$ cat src/rtl/gtpce_pkg.sv
`timescale 1ns / 1ps

package gtpce_pkg;

  // longest datagram that is counted, bytes past it are dropped
  localparam int MaxDatagram = 4096;
  localparam int CountW      = $clog2(MaxDatagram + 1);
  localparam int StoreDepth  = 12;
  localparam int StoreIdxW   = $clog2(StoreDepth);
  localparam int PcW         = 6;
  // width of the length compares, announced length plus 8 without overflow
  localparam int LenW        = 17;

  localparam logic [7:0] TypeEchoReq       = 8'd1;
  localparam logic [7:0] TypeEchoRsp       = 8'd2;
  localparam logic [7:0] V1IeRecovery      = 8'd14;
  localparam logic [7:0] V2IeRecovery      = 8'd3;
  localparam logic [7:0] V2IeNodeFeatures  = 8'd152;

  // register indexes of the configuration port
  localparam logic CfgRecovery     = 1'b0;
  localparam logic CfgNodeFeatures = 1'b1;

  typedef enum logic [2:0] {
    STAT_RESPONSE    = 3'd0,
    STAT_IGNORED     = 3'd1,
    STAT_SHORT_HDR   = 3'd2,
    STAT_SHORT_LEN   = 3'd3,
    STAT_GTP_PRIME   = 3'd4,
    STAT_PIGGYBACK   = 3'd5,
    STAT_ECHO_T      = 3'd6,
    STAT_BAD_VERSION = 3'd7
  } status_t;

  // byte source of one control word
  typedef enum logic [2:0] {
    SRC_HDR,
    SRC_IMM,
    SRC_PLEN,
    SRC_REC,
    SRC_NF
  } src_t;

  typedef enum logic [1:0] {
    END_NONE,
    END_ALWAYS,
    END_IF_NF_ZERO
  } end_t;

  typedef struct packed {
    src_t           src;
    logic [7:0]     imm;      // constant byte, or header index in its low bits
    end_t           endc;
    logic           jmp_short; // jump when the v1 header has 8 bytes
    logic [PcW-1:0] target;
  } ucode_t;

  // work handed from the header checks to the sequencer
  typedef struct packed {
    logic [PcW-1:0] start_pc;
    status_t        status;
    logic [7:0]     plen;
    logic           ext_hdr;
  } job_t;

  localparam logic [PcW-1:0] PcStatus = 6'd0;
  localparam logic [PcW-1:0] PcV1     = 6'd1;
  localparam logic [PcW-1:0] PcV1Tail = 6'd13;
  localparam logic [PcW-1:0] PcV2     = 6'd15;

  function automatic ucode_t ucode_rom(input logic [PcW-1:0] pc);
    ucode_t cw;
    cw = '{SRC_IMM, 8'd0, END_ALWAYS, 1'b0, PcStatus};
    unique case (pc)
      // single status item
      6'd0:  cw = '{SRC_IMM, 8'd0,             END_ALWAYS,     1'b0, PcStatus};
      // v1 echo response
      6'd1:  cw = '{SRC_HDR, 8'd0,             END_NONE,       1'b0, PcStatus};
      6'd2:  cw = '{SRC_IMM, TypeEchoRsp,      END_NONE,       1'b0, PcStatus};
      6'd3:  cw = '{SRC_IMM, 8'd0,             END_NONE,       1'b0, PcStatus};
      6'd4:  cw = '{SRC_PLEN, 8'd0,            END_NONE,       1'b0, PcStatus};
      6'd5:  cw = '{SRC_HDR, 8'd4,             END_NONE,       1'b0, PcStatus};
      6'd6:  cw = '{SRC_HDR, 8'd5,             END_NONE,       1'b0, PcStatus};
      6'd7:  cw = '{SRC_HDR, 8'd6,             END_NONE,       1'b0, PcStatus};
      6'd8:  cw = '{SRC_HDR, 8'd7,             END_NONE,       1'b1, PcV1Tail};
      6'd9:  cw = '{SRC_HDR, 8'd8,             END_NONE,       1'b0, PcStatus};
      6'd10: cw = '{SRC_HDR, 8'd9,             END_NONE,       1'b0, PcStatus};
      6'd11: cw = '{SRC_HDR, 8'd10,            END_NONE,       1'b0, PcStatus};
      6'd12: cw = '{SRC_HDR, 8'd11,            END_NONE,       1'b0, PcStatus};
      6'd13: cw = '{SRC_IMM, V1IeRecovery,     END_NONE,       1'b0, PcStatus};
      6'd14: cw = '{SRC_REC, 8'd0,             END_ALWAYS,     1'b0, PcStatus};
      // v2 echo response
      6'd15: cw = '{SRC_HDR, 8'd0,             END_NONE,       1'b0, PcStatus};
      6'd16: cw = '{SRC_IMM, TypeEchoRsp,      END_NONE,       1'b0, PcStatus};
      6'd17: cw = '{SRC_IMM, 8'd0,             END_NONE,       1'b0, PcStatus};
      6'd18: cw = '{SRC_PLEN, 8'd0,            END_NONE,       1'b0, PcStatus};
      6'd19: cw = '{SRC_HDR, 8'd4,             END_NONE,       1'b0, PcStatus};
      6'd20: cw = '{SRC_HDR, 8'd5,             END_NONE,       1'b0, PcStatus};
      6'd21: cw = '{SRC_HDR, 8'd6,             END_NONE,       1'b0, PcStatus};
      6'd22: cw = '{SRC_HDR, 8'd7,             END_NONE,       1'b0, PcStatus};
      6'd23: cw = '{SRC_IMM, V2IeRecovery,     END_NONE,       1'b0, PcStatus};
      6'd24: cw = '{SRC_IMM, 8'd0,             END_NONE,       1'b0, PcStatus};
      6'd25: cw = '{SRC_IMM, 8'd1,             END_NONE,       1'b0, PcStatus};
      6'd26: cw = '{SRC_IMM, 8'd0,             END_NONE,       1'b0, PcStatus};
      6'd27: cw = '{SRC_REC, 8'd0,             END_IF_NF_ZERO, 1'b0, PcStatus};
      6'd28: cw = '{SRC_IMM, V2IeNodeFeatures, END_NONE,       1'b0, PcStatus};
      6'd29: cw = '{SRC_IMM, 8'd0,             END_NONE,       1'b0, PcStatus};
      6'd30: cw = '{SRC_IMM, 8'd1,             END_NONE,       1'b0, PcStatus};
      6'd31: cw = '{SRC_IMM, 8'd0,             END_NONE,       1'b0, PcStatus};
      6'd32: cw = '{SRC_NF,  8'd0,             END_ALWAYS,     1'b0, PcStatus};
      default: cw = '{SRC_IMM, 8'd0,           END_ALWAYS,     1'b0, PcStatus};
    endcase
    return cw;
  endfunction

endpackage

$ cat src/rtl/gtpce_seq.sv
`timescale 1ns / 1ps

module gtpce_seq (
  input  logic                           clk,
  input  logic                           rst_n,
  input  logic                           start,
  input  gtpce_pkg::job_t                job,
  input  logic [7:0]                     recovery,
  input  logic [7:0]                     nf_mask,
  input  logic [7:0]                     hdr_byte,
  output logic [gtpce_pkg::StoreIdxW-1:0] hdr_idx,
  output logic                           busy,
  output logic                           out_valid,
  input  logic                           out_stall,
  output logic [7:0]                     out_byte,
  output logic                           out_last,
  output logic [2:0]                     out_status
);
  import gtpce_pkg::*;

  typedef enum logic {SQ_IDLE, SQ_RUN} sq_state_t;

  sq_state_t      state_r;
  logic [PcW-1:0] pc_r;
  job_t           job_r;
  logic           out_valid_r;
  logic [7:0]     out_byte_r;
  logic           out_last_r;
  logic [2:0]     out_status_r;

  ucode_t     cw;
  logic [7:0] byte_sel;
  logic       step_end;
  logic       can_load;
  logic       load;

  assign cw      = ucode_rom(pc_r);
  assign hdr_idx = cw.imm[StoreIdxW-1:0];

  always_comb begin
    unique case (cw.src)
      SRC_HDR:  byte_sel = hdr_byte;
      SRC_IMM:  byte_sel = cw.imm;
      SRC_PLEN: byte_sel = job_r.plen;
      SRC_REC:  byte_sel = recovery;
      SRC_NF:   byte_sel = nf_mask;
      default:  byte_sel = 8'd0;
    endcase
  end

  always_comb begin
    unique case (cw.endc)
      END_NONE:       step_end = 1'b0;
      END_ALWAYS:     step_end = 1'b1;
      END_IF_NF_ZERO: step_end = (nf_mask == 8'd0);
      default:        step_end = 1'b1;
    endcase
  end

  assign can_load = !out_valid_r || !out_stall;
  assign load     = (state_r == SQ_RUN) && can_load;

  always_ff @(posedge clk) begin
    if (!rst_n) begin
      state_r     <= SQ_IDLE;
      pc_r        <= PcStatus;
      out_valid_r <= 1'b0;
    end else begin
      // output register fills on a step, drains when taken
      if (load) begin
        out_valid_r <= 1'b1;
      end else if (!out_stall) begin
        out_valid_r <= 1'b0;
      end
      unique case (state_r)
        SQ_IDLE: begin
          if (start) begin
            state_r <= SQ_RUN;
            pc_r    <= job.start_pc;
            job_r   <= job;
          end
        end
        SQ_RUN: begin
          if (load) begin
            out_byte_r   <= byte_sel;
            out_last_r   <= step_end;
            out_status_r <= job_r.status;
            if (step_end) begin
              state_r <= SQ_IDLE;
            end else if (cw.jmp_short && !job_r.ext_hdr) begin
              pc_r <= cw.target;
            end else begin
              pc_r <= pc_r + 1'b1;
            end
          end
        end
        default: state_r <= SQ_IDLE;
      endcase
    end
  end

  assign busy       = (state_r == SQ_RUN);
  assign out_valid  = out_valid_r;
  assign out_byte   = out_byte_r;
  assign out_last   = out_last_r;
  assign out_status = out_status_r;

endmodule

$ cat src/rtl/gtp_control_echo_responder_core.sv
`timescale 1ns / 1ps

// GTP-C echo responder. A received datagram enters one byte per cycle on the
// in_ channel while in_stall is low, in_last marking its final byte; the first
// 12 bytes are kept and the length is counted, saturating at 4096. The cycle
// after the last byte the header checks run (version, header size, announced
// length, GTP' for v1, piggyback and T for v2) and a microcoded sequencer then
// emits the result one item per cycle while out_stall is low: a single status
// item, or an echo response of 10 or 14 items (v1, by the S/PN/E flags) or 13
// or 18 items (v2, by the node features mask). Input is stalled from the last
// byte until the sequencer has loaded its final item into the output register,
// the sequencer stepping one control word a cycle when the output is not stalled.
// recovery_counter is register 0 and the node features mask register 1; write
// them only while the block is idle.

module gtp_control_echo_responder_core (
  input  logic       clk,
  input  logic       rst_n,
  input  logic       cfg_we,
  input  logic       cfg_index,
  input  logic [7:0] cfg_data,
  input  logic       in_valid,
  output logic       in_stall,
  input  logic [7:0] in_data_byte,
  input  logic       in_last,
  output logic       out_valid,
  input  logic       out_stall,
  output logic [7:0] out_out_byte,
  output logic       out_out_last,
  output logic [2:0] out_status
);
  import gtpce_pkg::*;

  typedef enum logic {S_RECV, S_DECIDE} rx_state_t;

  rx_state_t         state_r;
  logic [CountW-1:0] count_r;
  logic [CountW-1:0] len_r;
  logic [7:0]        recovery_r;
  logic [7:0]        nf_mask_r;
  logic [7:0]        hdr_r [StoreDepth];

  logic                 in_acc;
  logic [CountW-1:0]    count_inc;
  logic                 start;
  job_t                 job;
  logic                 seq_busy;
  logic [StoreIdxW-1:0] hdr_idx;
  logic [7:0]           hdr_byte;

  // header check inputs
  logic [2:0]      version;
  logic [LenW-1:0] len_ext;
  logic [LenW-1:0] ann_ext;
  logic            v1_ext;
  logic [LenW-1:0] v1_hdr;
  logic [LenW-1:0] v2_hdr;
  logic            v2_t;

  assign in_stall = (state_r == S_DECIDE) || seq_busy;
  assign in_acc   = in_valid && !in_stall;
  assign start    = (state_r == S_DECIDE);

  // saturating count, bytes past the limit are dropped
  assign count_inc = (count_r < CountW'(MaxDatagram)) ? count_r + 1'b1 : count_r;

  // config registers
  always_ff @(posedge clk) begin
    if (!rst_n) begin
      recovery_r <= 8'd0;
      nf_mask_r  <= 8'd0;
    end else if (cfg_we) begin
      case (cfg_index)
        CfgRecovery:     recovery_r <= cfg_data;
        CfgNodeFeatures: nf_mask_r  <= cfg_data;
        default: ;
      endcase
    end
  end

  // receive control
  always_ff @(posedge clk) begin
    if (!rst_n) begin
      state_r <= S_RECV;
      count_r <= '0;
      len_r   <= '0;
    end else begin
      unique case (state_r)
        S_RECV: begin
          if (in_acc) begin
            if (in_last) begin
              len_r   <= count_inc;
              count_r <= '0;
              state_r <= S_DECIDE;
            end else begin
              count_r <= count_inc;
            end
          end
        end
        S_DECIDE: state_r <= S_RECV;
        default:  state_r <= S_RECV;
      endcase
    end
  end

  // header store, no reset: only bytes of the current datagram are read
  always_ff @(posedge clk) begin
    if (in_acc && (count_r < CountW'(StoreDepth))) begin
      hdr_r[count_r[StoreIdxW-1:0]] <= in_data_byte;
    end
  end

  assign hdr_byte = hdr_r[hdr_idx];

  // header checks, in the cycle after the last byte
  assign version = hdr_r[0][7:5];
  assign len_ext = LenW'(len_r);
  assign ann_ext = {1'b0, hdr_r[2], hdr_r[3]};
  assign v1_ext  = |hdr_r[0][2:0];
  assign v1_hdr  = v1_ext ? LenW'(12) : LenW'(8);
  assign v2_t    = hdr_r[0][3];
  assign v2_hdr  = v2_t ? LenW'(12) : LenW'(8);

  always_comb begin
    job.start_pc = PcStatus;
    job.status   = STAT_BAD_VERSION;
    job.plen     = 8'd0;
    job.ext_hdr  = v1_ext;
    if (version == 3'd1) begin
      if (len_ext < v1_hdr) begin
        job.status = STAT_SHORT_HDR;
      end else if (len_ext < ann_ext + LenW'(8)) begin
        job.status = STAT_SHORT_LEN;
      end else if (!hdr_r[0][4]) begin
        job.status = STAT_GTP_PRIME;
      end else if (hdr_r[1] != TypeEchoReq) begin
        job.status = STAT_IGNORED;
      end else begin
        job.status   = STAT_RESPONSE;
        job.start_pc = PcV1;
        // header size plus recovery element, less the fixed 8 bytes
        job.plen     = v1_ext ? 8'd6 : 8'd2;
      end
    end else if (version == 3'd2) begin
      if (hdr_r[0][4]) begin
        job.status = STAT_PIGGYBACK;
      end else if (len_ext < v2_hdr) begin
        job.status = STAT_SHORT_HDR;
      end else if (len_ext < ann_ext + LenW'(4)) begin
        job.status = STAT_SHORT_LEN;
      end else if (hdr_r[1] != TypeEchoReq) begin
        job.status = STAT_IGNORED;
      end else if (v2_t) begin
        job.status = STAT_ECHO_T;
      end else begin
        job.status   = STAT_RESPONSE;
        job.start_pc = PcV2;
        // response size less 4: 13 or 18 bytes
        job.plen     = (nf_mask_r != 8'd0) ? 8'd14 : 8'd9;
      end
    end
  end

  gtpce_seq u_seq (
    .clk        (clk),
    .rst_n      (rst_n),
    .start      (start),
    .job        (job),
    .recovery   (recovery_r),
    .nf_mask    (nf_mask_r),
    .hdr_byte   (hdr_byte),
    .hdr_idx    (hdr_idx),
    .busy       (seq_busy),
    .out_valid  (out_valid),
    .out_stall  (out_stall),
    .out_byte   (out_out_byte),
    .out_last   (out_out_last),
    .out_status (out_status)
  );

  // no byte is taken while a result is being sequenced
  a_stall_busy: assert property (@(posedge clk) disable iff (!rst_n)
    seq_busy |-> in_stall)
    else $error("input accepted while sequencer busy");

  // the checks never hand work to a running sequencer
  a_start_idle: assert property (@(posedge clk) disable iff (!rst_n)
    start |-> !seq_busy)
    else $error("sequencer started while busy");

  // the last byte is followed by the check cycle
  a_last_decide: assert property (@(posedge clk) disable iff (!rst_n)
    (in_acc && in_last) |=> start)
    else $error("check cycle missing after last byte");

  // a status item is a single zero-byte final item
  a_status_item: assert property (@(posedge clk) disable iff (!rst_n)
    (out_valid && (out_status != STAT_RESPONSE)) |-> (out_out_last && (out_out_byte == 8'd0)))
    else $error("malformed status item");

endmodule
$ cat config.mk
export PLATFORM = sky130hd
export DESIGN_NAME = gtp_control_echo_responder_core
export DESIGN_NICKNAME = d
export VERILOG_FILES = /design/src/rtl/gtpce_pkg.sv /design/src/rtl/gtpce_seq.sv /design/src/rtl/gtp_control_echo_responder_core.sv
export SDC_FILE = /design/constraint.sdc
export NUM_CORES = 1
export LEC_CHECK = 0
export BUFFER_PORTS_ARGS = -buffer_cell sky130_fd_sc_hd__buf_2
export CAP_MARGIN = 30
export CORE_AREA = 2 2 139 141
export DETAILED_ROUTE_END_ITERATION = 8
export DIE_AREA = 0 0 141 143
export PLACE_DENSITY_LB_ADDON = 0.2
export REMOVE_ABC_BUFFERS = 1
export SLEW_MARGIN = 15
export SYNTH_ARGS = -nofsm -noshare
export SYNTH_HDL_FRONTEND = slang
export SYNTH_SLANG_ARGS = --single-unit
$ cat constraint.sdc
create_clock -name clk -period 5 [get_ports clk]
set_clock_uncertainty 0.05 [all_clocks]
set_input_delay 0.25 -clock clk [delete_from_list [all_inputs] [get_ports clk]]
set_output_delay 0.25 -clock clk [all_outputs]
set_load 0.02 [all_outputs]
==> results_dict.tcl, run 1 <==
set metrics [dict create \
    h-tree-depth 4 \
    r2r_setup_slack_ps 390 \
    clk_pin_slew_ps 70 \
    synth-async-reset-ratio_pct 0 \
    finalCritPeriodShare_pct 92.15 \
    syn_inst 774 \
    num_io_pins 37 \
    syn2layout_area_growth_pct 11.59 \
    synth_top_area_share_pct 39.26 \
    fin_crit_ps 4608 \
    arrival_ps 4830 \
    utilization_pct 53.29 \
    grt_pass1_wl_um 33660 \
    gp_congestion 0.8858 \
    pwr-share-comb_pct 7.3 \
    cts_tree "done" \
    io_buffers 36 \
    yosys_register_bits 178 \
    final.setup.tns_ps 0 \
    fp.dieArea_um2 20160 \
    die_y_um 143 \
    ys_warn_count 0 \
    status "complete, no violations" \
    grt_overflow 0 \
    hp-class "in -> reg" \
    maxSlewHeadroom_pct 45.32 \
    final_nets 867 \
    p_switching_mw 0.7976 \
    sw_frac_of_total_pct 24.91 \
    crit_type "reg -> reg" \
    synth_edf_count 116 \
    intPower_mw 2.405 \
    cts-root-buf "clkbuf_16" \
    n_antenna_cell 0 \
    cts_buffer_depth 2 \
    routed_via_density 5.951 \
    leakage_nw 3.533 \
    grt_max_degree 38 \
    slew_viol_final 0 \
    r2r_start "hdr_r[3][4]" \
    dpl-instance-area_um2 9278 \
    drtIter0Drc 418 \
    core_um2 18580 \
    worst_ep_required_time_ps 5220 \
    startpoint "hdr_r[3][4]" \
    antenna_found_initial 0 \
    synth_top_area_cell "edfxtp_1" \
    final_cell_area_um2 9902 \
    synthFlopType "edfxtp_1" \
    yosysSeqAreaShare_pct 53.24 \
    critical_path.max_fanout 8 \
    vias 6254 \
    synthDistinctLibCells 74 \
    drc 0 \
    numCtsBuffers 17 \
    min_from "cfg_data[5]" \
    drtAntennaViolNets 0 \
    num_rows 50 \
    ir_drop_mv 0.2480 \
    syn_area_um2 8874 \
    drtPass1Iterations 5 \
    track_usage_pct 21.83 \
    p_clk_share_pct 42.1 \
    fmax_ghz 0.2170 \
    hold_viol_final 0 \
    end_kind "flop" \
    netlist_top_cells_area "edfxtp_1, dfxtp_1, mux4_2" \
    maxCapViolCount 0 \
    wl_um 21060 \
    cts_num_sinks 178 \
    synth_area_per_cell_um2 11.46 \
    setup_violations 0 \
    rsz0062_at_grt "no" \
    hpwl_um 15450 \
    cp-start-kind "flop" \
    seq_power_share_pct 50.6 \
    grt_pass1_vias 6250 \
    die_w_um 141 \
    initial_core_util_pct 47.76 \
    worstSkewPairLatency_ps 430 \
    worst_pin_slew_ps 813.5 \
    drive_gt1_share_pct 15.67 \
    wire_per_inst_um 20.04 \
    p_per_area_nw_per_um2 323.4 \
]
## synth_stat cells, types with 12 or more instances
library cell and instances:
a21oi_1 62, and2_1 20, clkbuf_1 27, dfxtp_1 62, edfxtp_1 116, ha_1 40
inv_1 25, mux4_2 23, nand2_1 68, nand3_1 28, nor2_1 49, o21ai_0 34
xnor2_1 12, xor2_1 17
## layout make-up
type / instances / area, um^2
tap: 234 / 292.8
sequential: 178 / 4725
multi-input combinational: 533 / 3899
clock buffer: 17 / 425.4
clock inverter: 15 / 188.9
timing repair buffer: 47 / 270.3
fill: 1581 / 8678
inverter: 27 / 101.3
## worst max-delay path, cell delays in order, from the launching register on
cell,delay (ps)
edfxtp_1,510
ha_1,320
inv_1,90
or3_1,430
nor2_1,140
xnor2_1,90
ha_1,300
nand3_1,90
nor2_1,110
a211oi_1,80
a21boi_1,140
buf_4,190
o31ai_4,400
nor2_1,120
nor2_2,180
inv_1,150
ha_1,320
mux2_2,290
a31o_2,240
a31oi_1,150
a311oi_1,70
## state kept, by name (all words and copies together), names as in the netlist
signal,flops
u_seq.out_last,1
u_seq.busy,1
u_seq.out_byte,8
u_seq.job_r,8
nf_mask_r,8
recovery_r,8
u_seq.out_valid,1
hdr_r,96
start,1
u_seq.out_status,3
u_seq.cw,11
count_r,13
u_seq.pc_r,6
len_r,13
## cells by family (layout without fill, tap and decap cells)
group	count (synthesis)	count (layout)	share of synthesized area, %
fa+ha+maj	40	40	5.640
xor+xnor	29	29	2.862
mux	38	38	7.812
buf+inv	63	106	2.848
compound gates	172	172	12.58
flops	178	178	53.24
simple gates	254	254	15.02
## per-stage QoR
| stage | total power [mW] | hold slack, ps | instances | setup WS [ps] |
|---|---|---|---|---|
| final | 3.202 | 21.28 | 1051 | 392.5 |
| after global routing | 3.319 | 21.38 | 1051 | 57.27 |
| after CTS | 3.223 | 8.238 | 1050 | 340.0 |
| after detailed placement | 1.886 | 384.1 | 1018 | 362.4 |
| after global placement | 1.881 | 382.1 | 1017 | 425.5 |
| after floorplan | 1.790 | 298.9 | 738 | 792.0 |
## worst paths after layout
check                                endpoint  cells after the start
worst min register to register       len_r[0]                      2
worst max register to register    u_seq.cw[9]                     20
worst min-delay path            recovery_r[5]                      3
worst max-delay path              u_seq.cw[9]                     20
## layer usage
layer / up-vias / track usage (%) / wire [um]
li1: 2967 / - / -
met1: 3043 / 28.95 / 9320
met5: - / 0 / 0
met4: 0 / 8.053 / 546
met2: 205 / 35.79 / 10190
met3: 39 / 4.393 / 1005
## what timing repair did
item                       in CTS  in global routing
setup endpoints to repair       0                  3
buffers inserted                0                  0
gates resized for setup         0                  1
hold buffers                    0                  0
## power by group through the flow
| stage | sequential [mW] | clock (mW) | combinational, mW |
|---|---|---|---|
| detailed placement | 1.65 | 0 | 0.232 |
| floorplan | 1.65 | 0 | 0.137 |
| finish | 1.62 | 1.35 | 0.234 |
| global placement | 1.66 | 0 | 0.224 |
| CTS | 1.62 | 1.37 | 0.234 |
| global route | 1.62 | 1.44 | 0.258 |
## cells in the final DEF (no fill, tap or decap), drive strengths merged, types with 12 or more instances in the layout
master | netlist | layout
buf | 9 | 47
inv | 26 | 32
clkbuf | 27 | 17
ha | 40 | 40
dfxtp | 62 | 62
mux4 | 24 | 24
nand2 | 69 | 69
nor2 | 49 | 49
xor2 | 17 | 17
xnor2 | 12 | 12
a21oi | 62 | 62
nand3 | 29 | 29
o21ai | 36 | 36
edfxtp | 116 | 116
and2 | 20 | 20
Power figures use the tool's default switching activity.
==> run 2: changes to the inputs <==
--- a/config.mk
+++ b/config.mk
@@ -7,12 +7,13 @@
 export LEC_CHECK = 0
 export BUFFER_PORTS_ARGS = -buffer_cell sky130_fd_sc_hd__buf_2
 export CAP_MARGIN = 30
-export CORE_AREA = 2 2 139 141
+export CORE_AREA = 2 2 143 145
 export DETAILED_ROUTE_END_ITERATION = 8
-export DIE_AREA = 0 0 141 143
+export DIE_AREA = 0 0 145 147
 export PLACE_DENSITY_LB_ADDON = 0.2
 export REMOVE_ABC_BUFFERS = 1
 export SLEW_MARGIN = 15
 export SYNTH_ARGS = -nofsm -noshare
 export SYNTH_HDL_FRONTEND = slang
+export SYNTH_HIERARCHICAL = 1
 export SYNTH_SLANG_ARGS = --single-unit
==> results_dict.tcl, run 2 <==
set metrics [dict create \
    status "complete, no violations" \
    gp_congestion 0.8701 \
    worst_pin_slew_ps 726.2 \
    final_cell_area_um2 10240 \
    cts_num_sinks 182 \
    synthDistinctLibCells 84 \
    synth_top_area_cell "edfxtp_1" \
    final_nets 868 \
    drtPass1Iterations 5 \
    synthFlopType "edfxtp_1" \
    clk_pin_slew_ps 70 \
    regArea_um2 4845 \
    worst-path-buf-inv 1 \
    postCtsSetupBuffers 0 \
    yosysSeqAreaShare_pct 51.73 \
    drc 0 \
    crit_type "reg -> reg" \
    netlist_top_cells_area "edfxtp_1, dfxtp_1, mux4_2" \
    cpMaxStageDelayCell "edfxtp_1" \
    hold_viol_final 0 \
    startpoint "hdr_r[3][3]" \
    core_um2 19840 \
    syn_inst 786 \
    initial_core_util_pct 47.19 \
    vias 6229 \
    mostFrequentLayoutCells "edfxtp_1, nand2_1, dfxtp_1" \
    worstSkewPairLatency_ps 430 \
    synth_top_area_share_pct 38.48 \
    multiInputGateArea_um2 4116 \
    cts_resized 0 \
    maxCapViolCount 0 \
    leakage_nw 3.698 \
    fp.dieArea_um2 21320 \
    end_kind "flop" \
    ir_drop_mv 0.2394 \
    cts_tree "done" \
    yosys.area_share.simple_pct 14.96 \
    io_buffers 36 \
    ys_warn_count 6 \
    path_depth 21 \
    power_mw 3.350 \
    track_usage_pct 19.99 \
    wl_um 20570 \
    mostFrequentLayoutCell "edfxtp_1" \
    muxShareOfSynthArea_pct 9.566 \
    cp-start-kind "flop" \
    drtAntennaViolNets 0 \
    n_antenna_cell 0 \
    synth_edf_count 120 \
    synth_compound_area_share_pct 11.00 \
    wire_per_inst_um 18.92 \
    synth_area_per_cell_um2 11.92 \
    numCtsBuffers 17 \
    hp-class "in -> reg" \
    crit_family "compound AO/OA/AOI/OAI gates" \
    slew_viol_final 0 \
    grt_overflow 0 \
    cts_hold_buffers 0 \
    synth_top_family_by_area "simple AND/OR/NAND/NOR gates" \
    r2r_end "u_seq/cw[10]" \
    cts-root-buf "clkbuf_16" \
    r2r_start "hdr_r[3][3]" \
    die_w_um 145 \
    fmax_ghz 0.2211 \
    num_rows 52 \
    yosysMostFrequentCell "edfxtp_1" \
    slowest_delay_ps 480 \
    utilization_pct 51.61 \
    hold-worst-slack_ps 50.41 \
    worst_ep_required_time_ps 5310 \
    fin_crit_ps 4523 \
    yosys_register_bits 182 \
    final.setup.tns_ps 0 \
    antenna_found_initial 0 \
    h-tree-depth 4 \
    path_cells "ha_1 > nand2_1 > nor3_1 > nand3_1 > xor2_1 > ha_1 > nand2_1 > o21ai_0 > a21oi_1 > o41ai_4 > and3_4 > a31o_1 > o211ai_1 > nor2_2 > a31oi_4 > ha_1 > inv_1 > ha_1 > nor3_1 > a31oi_1 > a21oi_1" \
    setup_violations 0 \
    arrival_ps 4830 \
    nFillCells 1738 \
    synth_xor_xnor_area_share_pct 2.712 \
    grt_max_degree 44 \
    die_y_um 147 \
    reg2regPathDepth 21 \
    drtIter0Drc 479 \
    num_io_pins 37 \
    synthTopCellsByCount "edfxtp_1, nand2_1, dfxtp_1" \
    syn_area_um2 9365 \
    grt_pass1_wl_um 33210 \
    critical_path.max_fanout 8 \
    largest_register_ff_count 96 \
    cts_buffer_depth 2 \
    routed_via_density 5.730 \
    crit_path_end "u_seq/cw[10]" \
    path_common_cell "ha_1" \
    synthAdderAreaFrac_pct 5.478 \
    maxSlewHeadroom_pct 51.48 \
    drive_gt1_share_pct 16.28 \
    p_per_area_nw_per_um2 327.1 \
    r2r_setup_slack_ps 480 \
    dpl-instance-area_um2 9625 \
    synth-async-reset-ratio_pct 0 \
    rsz0062_at_grt "no" \
    grt_pass1_vias 6181 \
    hpwl_um 14830 \
    finalCritPeriodShare_pct 90.47 \
    syn2layout_area_growth_pct 9.352 \
]
==> run 2: worst min path at each step <==
stage                     depth (start not counted)             endpoint       startpoint  slack [ps]
after floorplan                                   0          hdr_r[0][0]  in_data_byte[0]         300
after global placement                            0  u_seq/out_status[0]   u_seq/job_r[9]         360
after detailed placement                          0  u_seq/out_status[0]   u_seq/job_r[9]         360
after CTS                                         3        recovery_r[5]      cfg_data[5]          40
after global routing                              3        recovery_r[5]      cfg_data[5]          40
final                                             3         nf_mask_r[3]      cfg_data[3]          50
==> run 2: cells by family after synthesis <==
kind of cell	after synthesis
buffers and inverters	77
XOR/XNOR	29
adder cells (fa/ha/maj)	41
multiplexers	54
flip-flops	182
AND/OR/NAND/NOR	252
AO/OA/AOI/OAI	150
other	1
==> run 2: final cells by class <==
cell class,count,share of cell area (%)
Sequential cell,182,47.31
Multi-Input combinational cell,532,40.20
Clock buffer,19,4.227
Tap cell,270,3.299
Timing Repair Buffer,42,2.236
Clock inverter,13,1.674
Inverter,29,1.063
==> run 2: where the power goes <==
group	leakage, nW	switching, mW	internal [mW]
clock network	0.286	0.586	0.795
registers	1.58	0.0388	1.64
logic	1.83	0.166	0.128
total	3.70	0.791	2.56
==> run 2: tightest hold or removal path, delay by kind of cell <==
kind / cells / cell delay, ps
compound gates: 1 / 60
simple gates: 1 / 60
buf+inv: 1 / 100
==> run 2: metrics by stage <==
step / instances / setup slack (ps)
6_report: 1087 / 476.5
5_1_grt: 1087 / 83.18
4_1_cts: 1086 / 496.7
3_5_place_dp: 1054 / 524.6
3_3_place_gp: 1054 / 741.6
2_1_floorplan: 743 / 752.6
==> run 2: metal layers <==
layer / part of all wire [%] / vias to the layer above / global-route usage [%]
li1: - / 2954 / -
met2: 48 / 180 / 33.14
met1: 44 / 3061 / 26.40
met4: 2.9 / 0 / 7.822
met5: 0 / - / 0
met3: 4.6 / 34 / 3.416
==> run 3: changes to the inputs <==
--- a/config.mk
+++ b/config.mk
@@ -7,9 +7,9 @@
 export LEC_CHECK = 0
 export BUFFER_PORTS_ARGS = -buffer_cell sky130_fd_sc_hd__buf_2
 export CAP_MARGIN = 30
-export CORE_AREA = 2 2 143 145
+export CORE_AREA = 5 5 146 148
 export DETAILED_ROUTE_END_ITERATION = 8
-export DIE_AREA = 0 0 145 147
+export DIE_AREA = 0 0 151 153
 export PLACE_DENSITY_LB_ADDON = 0.2
 export REMOVE_ABC_BUFFERS = 1
 export SLEW_MARGIN = 15
==> results_dict.tcl, run 3 (synthesized netlist as in run 2, its figures left out) <==
set metrics [dict create \
    status "complete, no violations" \
    drtAntennaViolNets 0 \
    grt_max_degree 26 \
    drtPass1Iterations 5 \
    cp-start-kind "flop" \
    worst-path-buf-inv 1 \
    leakage_nw 3.698 \
    cpMaxStageDelayCell "a211oi_1" \
    drtIter0Drc 326 \
    track_usage_pct 17.84 \
    cts_hold_buffers 0 \
    crit_type "reg -> reg" \
    ir_drop_mv 0.2784 \
    gp_congestion 0.8986 \
    io_buffers 36 \
    p_per_area_nw_per_um2 320.9 \
    clk_pin_slew_ps 80 \
    mostFrequentLayoutCells "edfxtp_1, nand2_1, dfxtp_1" \
    core_um2 19910 \
    n_antenna_cell 0 \
    cts_tree "done" \
    cts-root-buf "clkbuf_16" \
    arrival_ps 4760 \
    cts_num_sinks 182 \
    fin_crit_ps 4444 \
    critical_path.max_fanout 7 \
    fmax_ghz 0.2250 \
    antenna_found_initial 0 \
    path_common_cell "ha_1" \
    worst_pin_slew_ps 637.6 \
    cts_buffer_depth 2 \
    numCtsBuffers 17 \
    num_rows 52 \
    final_nets 869 \
    r2r_start "hdr_r[3][4]" \
    crit_family "compound AO/OA/AOI/OAI gates" \
    num_io_pins 37 \
    fp.dieArea_um2 23100 \
    min_from "cfg_data[5]" \
    postCtsSetupBuffers 0 \
    rsz0062_at_grt "no" \
    hp-class "in -> reg" \
    syn2layout_area_growth_pct 9.299 \
    grt_pass1_wl_um 32540 \
    setup_violations 0 \
    mostFrequentLayoutCell "edfxtp_1" \
    drive_gt1_share_pct 16.75 \
    finalCritPeriodShare_pct 88.88 \
    slowest_delay_ps 540 \
    routed_via_density 5.638 \
    maxSlewHeadroom_pct 57.44 \
    final.setup.tns_ps 0 \
    hold_viol_final 0 \
    die_w_um 151 \
    worstSkewPairLatency_ps 430 \
    cts_resized 0 \
    grt_overflow 0 \
    wire_per_inst_um 18.31 \
    wl_um 19920 \
    grt_pass1_vias 6234 \
    power_mw 3.285 \
    initial_core_util_pct 47.04 \
    hpwl_um 14880 \
    largest_register_ff_count 96 \
    slew_viol_final 0 \
    h-tree-depth 4 \
    end_kind "flop" \
    die_y_um 153 \
    drc 0 \
    vias 6134 \
    worst_ep_required_time_ps 5310 \
    maxCapViolCount 0 \
    startpoint "hdr_r[3][4]" \
    path_cells "ha_1 > and4_2 > nand4_1 > xor2_1 > ha_1 > nand4_1 > o31a_2 > a211oi_1 > a31o_1 > o211ai_1 > nor2_2 > a31oi_4 > ha_1 > inv_1 > ha_1 > nor3_1 > a31oi_1 > a21oi_1" \
]
[run 3: final timing paths]
check / slack [ps] / depth (start not counted) / to
setup / recovery: 560 / 18 / u_seq/cw[10]
setup reg to reg: 560 / 18 / u_seq/cw[10]
hold reg to reg: 390 / 0 / u_seq/out_status[1]
hold / removal: 50 / 3 / recovery_r[5]
[run 3: stage by stage]
| stage | std cells | cell area (um^2) | utilization, % | hold slack, ps | worst slack (ps) |
|---|---|---|---|---|---|
| 2_1_floorplan | 743 | 9070 | - | 298.9 | 752.6 |
| 3_3_place_gp | 1055 | 9633 | 48.38 | 354.4 | 750.7 |
| 3_5_place_dp | 1055 | 9633 | 48.38 | 366.4 | 616.6 |
| 4_1_cts | 1087 | 10220 | 51.34 | 32.97 | 581.5 |
| 5_1_grt | 1088 | 10240 | 51.41 | 63.90 | 192.3 |
| 6_report | 1088 | 10240 | 51.41 | 48.30 | 556.0 |
[run 3: worst reg2reg max path: stages (launching register included)]
cell and delay [ps]:
edfxtp_1 480, ha_1 330, and4_2 290, nand4_1 120, xor2_1 180, ha_1 310, nand4_1 120, o31a_2 380
a211oi_1 540, a31o_1 230, o211ai_1 90, nor2_2 160, a31oi_4 70, ha_1 290, inv_1 120, ha_1 230
nor3_1 200, a31oi_1 60, a21oi_1 160
[run 3: cell type report]
| type | count | area [um^2] |
|---|---|---|
| Sequential cell | 182 | 4845 |
| Clock buffer | 17 | 425.4 |
| Clock inverter | 15 | 162.7 |
| Inverter | 29 | 108.9 |
| Timing Repair Buffer | 43 | 240.2 |
| Tap cell | 270 | 337.8 |
| Fill cell | 1772 | 9673 |
| Multi-Input combinational cell | 532 | 4116 |
[run 3: routing by layer]
layer  GRT usage, %  up-vias  share of wire (%)
met5              0        -                  0
met4          5.786        0                2.7
met3          3.909       40                5.0
met2          29.33      161                 49
met1          23.48     2977                 44
li1               -     2956                  -
[run 3: power by group]
group / switching (mW) / total (mW) / internal (mW)
logic: 0.161 / 0.290 / 0.129
registers: 0.0424 / 1.68 / 1.63
clock network: 0.611 / 1.32 / 0.707
